<file path="src/rtl/gfp_pkg.sv">
// ---------------------------------------------------------------------------
// Gnomonic projection package
// Widths, constants, lane types and elaboration-time CORDIC tables.
// ---------------------------------------------------------------------------
`default_nettype none

package gfp_pkg;

    localparam int ANGLE_FRAC_BITS   = 16;
    localparam int CORDIC_STAGES_DEF = 32;

    // port widths
    localparam int LAT_W      = 24;
    localparam int LON_W      = 25;
    localparam int RAD_W      = 24;
    localparam int OUT_W      = 48;
    localparam int CFG_DATA_W = 25;
    localparam int CFG_IDX_W  = 2;

    // register indexes
    localparam logic [CFG_IDX_W-1:0] CFG_ORIGIN_LAT = 2'd0;
    localparam logic [CFG_IDX_W-1:0] CFG_ORIGIN_LON = 2'd1;
    localparam logic [CFG_IDX_W-1:0] CFG_RADIUS     = 2'd2;

    localparam logic [RAD_W-1:0] RADIUS_RST = RAD_W'(6378137);

    // internal widths
    localparam int ANG_W   = 26;   // angle into a sin/cos unit
    localparam int WRAP_W  = 25;   // angle in [-180, 180)
    localparam int RED_W   = 24;   // angle in [-90, 90]
    localparam int X_W     = 42;   // CORDIC x/y, Q40
    localparam int Z_W     = 62;   // CORDIC z, Q60
    localparam int TRIG_W  = 32;   // sin/cos, Q30
    localparam int PROD_W  = 62;   // Q60 products
    localparam int NUMER_W = 33;   // cos c and numerators, Q30
    localparam int NUM_W   = 58;   // radius times numerator
    localparam int MAG_W   = 57;   // dividend magnitude / quotient
    localparam int DIV_W   = 32;   // divisor
    localparam int REM_W   = 33;   // partial remainder

    localparam longint FULL_TURN    = longint'(360) << ANGLE_FRAC_BITS;
    localparam longint HALF_TURN    = longint'(180) << ANGLE_FRAC_BITS;
    localparam longint QUARTER_TURN = longint'(90) << ANGLE_FRAC_BITS;

    // unsigned quotient by shift and subtract, for table setup only
    function automatic longint unsigned udiv64(input longint unsigned a,
                                               input longint unsigned b);
        longint unsigned q;
        longint unsigned r;
        q = 0;
        r = 0;
        for (int j = 63; j >= 0; j--) begin
            r = {r[62:0], a[j]};
            if (r >= b) begin
                r    = r - b;
                q[j] = 1'b1;
            end
        end
        return q;
    endfunction

    // atan(1/n) in Q60, truncated series
    function automatic longint unsigned atan_recip(input longint unsigned n);
        longint unsigned term;
        longint unsigned sum;
        longint unsigned n2;
        term = udiv64(64'd1 << 60, n);
        sum  = term;
        n2   = n * n;
        for (longint unsigned k = 1; k < 64; k++) begin
            term = udiv64(term, n2);
            if (term != 0) begin
                if (k[0])
                    sum = sum - udiv64(term, 2 * k + 1);
                else
                    sum = sum + udiv64(term, 2 * k + 1);
            end
        end
        return sum;
    endfunction

    function automatic longint unsigned atan_q60(input int i);
        if (i == 0)
            return atan_recip(64'd2) + atan_recip(64'd3);
        else if (i < 20)
            return atan_recip(64'd1 << i);
        else
            return 64'd1 << (60 - i);
    endfunction

    function automatic longint unsigned isqrt64(input longint unsigned v_in);
        longint unsigned v;
        longint unsigned res;
        longint unsigned b;
        v   = v_in;
        res = 0;
        b   = 64'd1 << 62;
        for (int j = 0; j < 32; j++) begin
            if (b > v)
                b = b >> 2;
        end
        for (int j = 0; j < 32; j++) begin
            if (b != 0) begin
                if (v >= res + b) begin
                    v   = v - (res + b);
                    res = (res >> 1) + b;
                end else begin
                    res = res >> 1;
                end
                b = b >> 2;
            end
        end
        return res;
    endfunction

    // 1/gain in Q40 for a given number of rotations
    function automatic longint unsigned cordic_inv_gain(input int n);
        longint unsigned p;
        longint unsigned s;
        p = 64'd1 << 60;
        for (int i = 0; i < n; i++) begin
            if (2 * i < 64)
                p = p + (p >> (2 * i));
        end
        s = isqrt64(p);
        return udiv64((64'd1 << 63) + (s >> 1), s) << 7;
    endfunction

    localparam longint unsigned PI_Q60       = 4 * atan_q60(0);
    localparam longint unsigned RAD_PER_UNIT = (PI_Q60 / 180) >> ANGLE_FRAC_BITS;

    localparam int RPU_SPLIT = 20;
    localparam int RPU_HI_W  = 20;
    localparam logic [RPU_SPLIT-1:0] RPU_LO = RAD_PER_UNIT[RPU_SPLIT-1:0];
    localparam logic [RPU_HI_W-1:0]  RPU_HI = RAD_PER_UNIT[RPU_SPLIT+RPU_HI_W-1:RPU_SPLIT];

    typedef struct packed {
        logic signed [X_W-1:0] x;
        logic signed [X_W-1:0] y;
        logic signed [Z_W-1:0] z;
        logic                  neg;
    } t_cordic_lane;

    typedef struct packed {
        logic [REM_W-1:0] rem_x;
        logic [MAG_W-1:0] acc_x;
        logic [REM_W-1:0] rem_y;
        logic [MAG_W-1:0] acc_y;
        logic [DIV_W-1:0] d;
        logic             neg_x;
        logic             neg_y;
        logic             off;
    } t_div_lane;

    typedef struct packed {
        logic [OUT_W-1:0] east_x;
        logic [OUT_W-1:0] north_y;
        logic             off;
        logic             sat;
    } t_result;

endpackage

`default_nettype wire

</file>
<file path="src/rtl/gfp_div_cell.sv">
// ---------------------------------------------------------------------------
// Restoring divider cell
// Retires one quotient bit for the easting and the northing lanes.
// ---------------------------------------------------------------------------
`default_nettype none

module gfp_div_cell
    import gfp_pkg::*;
(
    input  logic      i_clk,
    input  logic      i_en,
    input  t_div_lane i_lane,
    output t_div_lane o_lane
);

    t_div_lane n_lane, r_lane;

    // shift one dividend bit into the remainder, subtract if it fits
    function automatic logic [REM_W+MAG_W-1:0] div_step(
        input logic [REM_W-1:0] rem,
        input logic [MAG_W-1:0] acc,
        input logic [DIV_W-1:0] d
    );
        logic [REM_W-1:0] sh;
        logic [MAG_W-1:0] a;
        sh = {rem[REM_W-2:0], acc[MAG_W-1]};
        a  = {acc[MAG_W-2:0], 1'b0};
        if (sh >= {1'b0, d}) begin
            sh   = sh - {1'b0, d};
            a[0] = 1'b1;
        end
        return {sh, a};
    endfunction

    always_comb begin
        n_lane = i_lane;
        {n_lane.rem_x, n_lane.acc_x} = div_step(i_lane.rem_x, i_lane.acc_x, i_lane.d);
        {n_lane.rem_y, n_lane.acc_y} = div_step(i_lane.rem_y, i_lane.acc_y, i_lane.d);
    end

    always_ff @(posedge i_clk) begin
        if (i_en)
            r_lane <= n_lane;
    end

    assign o_lane = r_lane;

endmodule

`default_nettype wire

</file>
<file path="config.mk">
export PLATFORM = sky130hd
export DESIGN_NAME = gfp_div_cell
export DESIGN_NICKNAME = d
export VERILOG_FILES = /design/src/rtl/gfp_pkg.sv /design/src/rtl/gfp_div_cell.sv
export SDC_FILE = /design/constraint.sdc
export NUM_CORES = 1
export LEC_CHECK = 0
export ABC_AREA = 1
export BUFFER_PORTS_ARGS = -buffer_cell sky130_fd_sc_hd__buf_2
export CORE_AREA = 2 2 170 172
export DETAILED_ROUTE_END_ITERATION = 10
export DIE_AREA = 0 0 172 174
export PLACE_DENSITY_LB_ADDON = 0.05
export SLEW_MARGIN = 20
export SYNTH_ARGS = -nofsm -noshare
export SYNTH_HDL_FRONTEND = slang
export SYNTH_SLANG_ARGS = --single-unit
</file>
<file path="constraint.sdc">
create_clock -name i_clk -period 4.58 [get_ports i_clk]
set_clock_uncertainty 0.1 [all_clocks]
set_input_delay 0.687 -clock i_clk [delete_from_list [all_inputs] [get_ports i_clk]]
set_output_delay 0.687 -clock i_clk [all_outputs]
set_load 0.01 [all_outputs]
</file>
# Word level (Yosys, flattened, before mapping)
# Cells that the tools add are included.
# totals
register_bits	215
inputBits	217
output_inout_bits	215
# op_classes
addsub	2
order_cmp	2
mux	4
# ops
cell	count
$ge A33 B32 Y1	2
$mux W33	2
$sub A33 B32 Y33	2
$mux W1	2

# Depth between registers and ports, before layout
# depth
ltp_word	2
mapped_depth	16
depth_no_buf	16

# Worst setup path after synthesis
# Ideal clock, no wire load.
# synth_path
kind	input to register
from	in i_lane[5] in the netlist's numbering
to	reg r_lane, in the netlist o_lane[207] (data pin)
arrival_ps	2087
required_ps	4227
setup_slack_ps	2140
stages	16
n_path_buf	2
cell_sequence	inv_1 > ha_1 > buf_2 > nand2_1 > nand2_1 > nand2_1 > nand2_1 > nand2_1 > nand3_2 > nand2_1 > nand2_1 > nand2_2 > nand3_4 > buf_6 > nand2_1 > nand2_1
# synth_rtl
item	line_no	rtl
start, declared	gfp_div_cell.sv:12	input t_div_lane i_lane,
end signal, assigned	gfp_div_cell.sv:43	r_lane <= n_lane;
end, declared	gfp_div_cell.sv:16	t_div_lane n_lane, r_lane;

==> reports/qor.csv <==
stage,metric,value,unit
cells_and_area,instances_no_fill,2431,
cells_and_area,largest_register_ffs,215,
synth,syn_area,12800,um^2
synth,ys.flop_type,edfxtp_1,
synth,avgSynthCellArea,8.07,um^2
route,wl_per_cell,16.3,um
synth,synth.distinct_cells,29,
global_routing,antenna_found_initial,3,
die,dieWidth,172,um
timing,rsz0062_at_grt,false,
timing,fin_crit_sh,59.3,%
route,vias_per_cell,4.83,
cells_and_area,syn2layout_area_growth,26.1,%
route,drt_iter0_markers,836,
clocking,ctsLongestPathBuffers,3,
synth,syn_inst,1585,
timing,tns,0,ns
timing,setup_viol_count_final,0,
timing,relSlewSlack,45.6,%
hold_path,hp-class,input pin to flip-flop,
timing,min_period,2.71,ns
clocking,cts-root-buf,clkbuf_16,
cells_and_area,layout-drive-gt1-share,23.8,%
cells_and_area,fin_nets,2309,
clocking,cts_resized,0,
pwr,p_leak,0.00872,uW
route,drt_first_pass_iters,7,
critical_path,critPathLaunchType,input pin,
critical_path,crit_type,input pin to flip-flop,
global_routing,grt_use_total,25.7,%
clocking,postCtsSetupBuffers,0,
route,antenna_left,0,
pwr,p_per_area,350,nW/um^2
critical_path,critPathCaptureType,flip-flop,
cells_and_area,layout_commonest_cell,nand2_1,
cells_and_area,layout_common_cells,"nand2_1 (648), buf_2 (428), inv_1 (308)",
clocking,cts-hold-fix-buffers,0,
synth,ys_seq_area_share,50.5,%
flow_run,cap_violations,0,
timing,tightest_slew,0.815,ns
route,totalWireLength,39700,um
clocking,cts_tree,yes,
clocking,cts.clk_slew.worst_paths,0.06,ns
die,rows,62,
route,num_vias,11700,
placement,place.gp.congestion,0.917,
synth,syn-num-nets,1868,
global_routing,grt_max_degree,94,
die,die_area,29900,um^2
die,coreArea,28200,um^2
global_routing,grt_overflow,0,
placement,hpwl,32100,um
placement,io_buffer_count,429,
critical_path,required,4.87,ns
timing,drv_slew,0,
pwr,vdd_drop_max,320,uV
die,boundaryPins,432,
global_routing,grt_pass1_vias,10900,
synth,synthArstFlopShare,0,%
synth,yosysWarnings,0,
synth,synth-edff-count,215,
critical_path,arrival,3.00,ns
die,die_h,174,um
placement,dpl.cell_count,2384,
route,route.detailed.drc,0,
timing,timing.fmax,0.368,GHz
timing,hold_viol,0,
global_routing,grt_first_pass_wirelength,59200,um
critical_path,worst-path-max-fanout,34,
die,start_util,45.3,%
clocking,clock-sinks,215,
synth,ys_ff_latch,215,
clocking,cts_buffers,24,
outcome,status,"finished, final reports clean",
clocking,ctsHtreeMaxLevel,1,
[cells in the mapped netlist (5+ instances only)]
cell type | number | area, um^2
xor2_1 | 28 | 245
nand2_1 | 648 | 2430
a21oi_1 | 40 | 200
nand4_1 | 39 | 244
ha_1 | 64 | 801
and2_1 | 10 | 62.6
buf_2 | 15 | 75.1
buf_6 | 6 | 67.6
nand3_1 | 89 | 445
nor2_1 | 81 | 304
nor3_1 | 11 | 55.1
o21ai_0 | 5 | 25.0
edfxtp_1 | 215 | 6460
inv_1 | 308 | 1160
[metrics by stage]
stage	util, %	hold WS [ns]	total power [uW]	worst slack (ns)	area, um^2
2_1_floorplan	-	0.686	3250	2.14	12800
3_3_place_gp	54.4	0.764	3780	1.42	15400
3_5_place_dp	54.4	0.765	3800	1.32	15400
4_1_cts	57.1	0.221	5690	1.86	16100
5_1_grt	57.1	0.218	5930	1.66	16100
6_report	57.1	0.239	5640	1.87	16100
[report_power, final]
group | switching, uW | internal, uW | total, uW
registers | 43.5 | 2410 | 2450
clock network | 772 | 1110 | 1880
logic | 841 | 465 | 1310
total | 1660 | 3980 | 5640
[logic make-up (layout without fill, tap and decap cells)]
group / Yosys count / count (layout) / synth area share [%]
AO/OA/AOI/OAI: 49 / 49 / 1.98
XOR/XNOR: 30 / 30 / 2.05
adder cells (fa/ha/maj): 66 / 66 / 6.57
buffers and inverters: 332 / 791 / 10.2
flip-flops: 215 / 215 / 50.5
other: 0 / 3 / 0
AND/OR/NAND/NOR: 893 / 893 / 28.7
[final timing paths]
check     endpoint       start  cells past startpoint
max    o_lane[189]  i_lane[18]                     11
min     o_lane[46]  i_lane[45]                      1
[critical path, cell delays in order]
cell	delay (ns)
buf_2	0.11
inv_1	0.10
ha_1	0.39
nand2_1	0.12
nor2_2	0.21
nand2_1	0.11
nor3b_2	0.24
nand3_2	0.32
nand3_4	0.49
nand2_1	0.12
nand2_1	0.09
[cell type report]
| cell class | instances | area (um^2) |
|---|---|---|
| clock inverter | 15 | 129 |
| timing repair buffer | 437 | 2230 |
| clock buffer | 29 | 641 |
| multi-input combinational | 1038 | 5030 |
| fill | 2772 | 12100 |
| tap | 384 | 480 |
| antenna | 3 | 7.51 |
| sequential | 215 | 6460 |
| inverter | 310 | 1160 |
[routing by layer]
metal	up-vias	routed length [um]	track usage, %
met5	-	0	0
met4	0	793	6.09
met3	49	2800	3.78
met2	404	19800	45.4
met1	5408	16300	33.1
li1	5876	-	-
No activity file was read; power rests on OpenSTA's default activity.
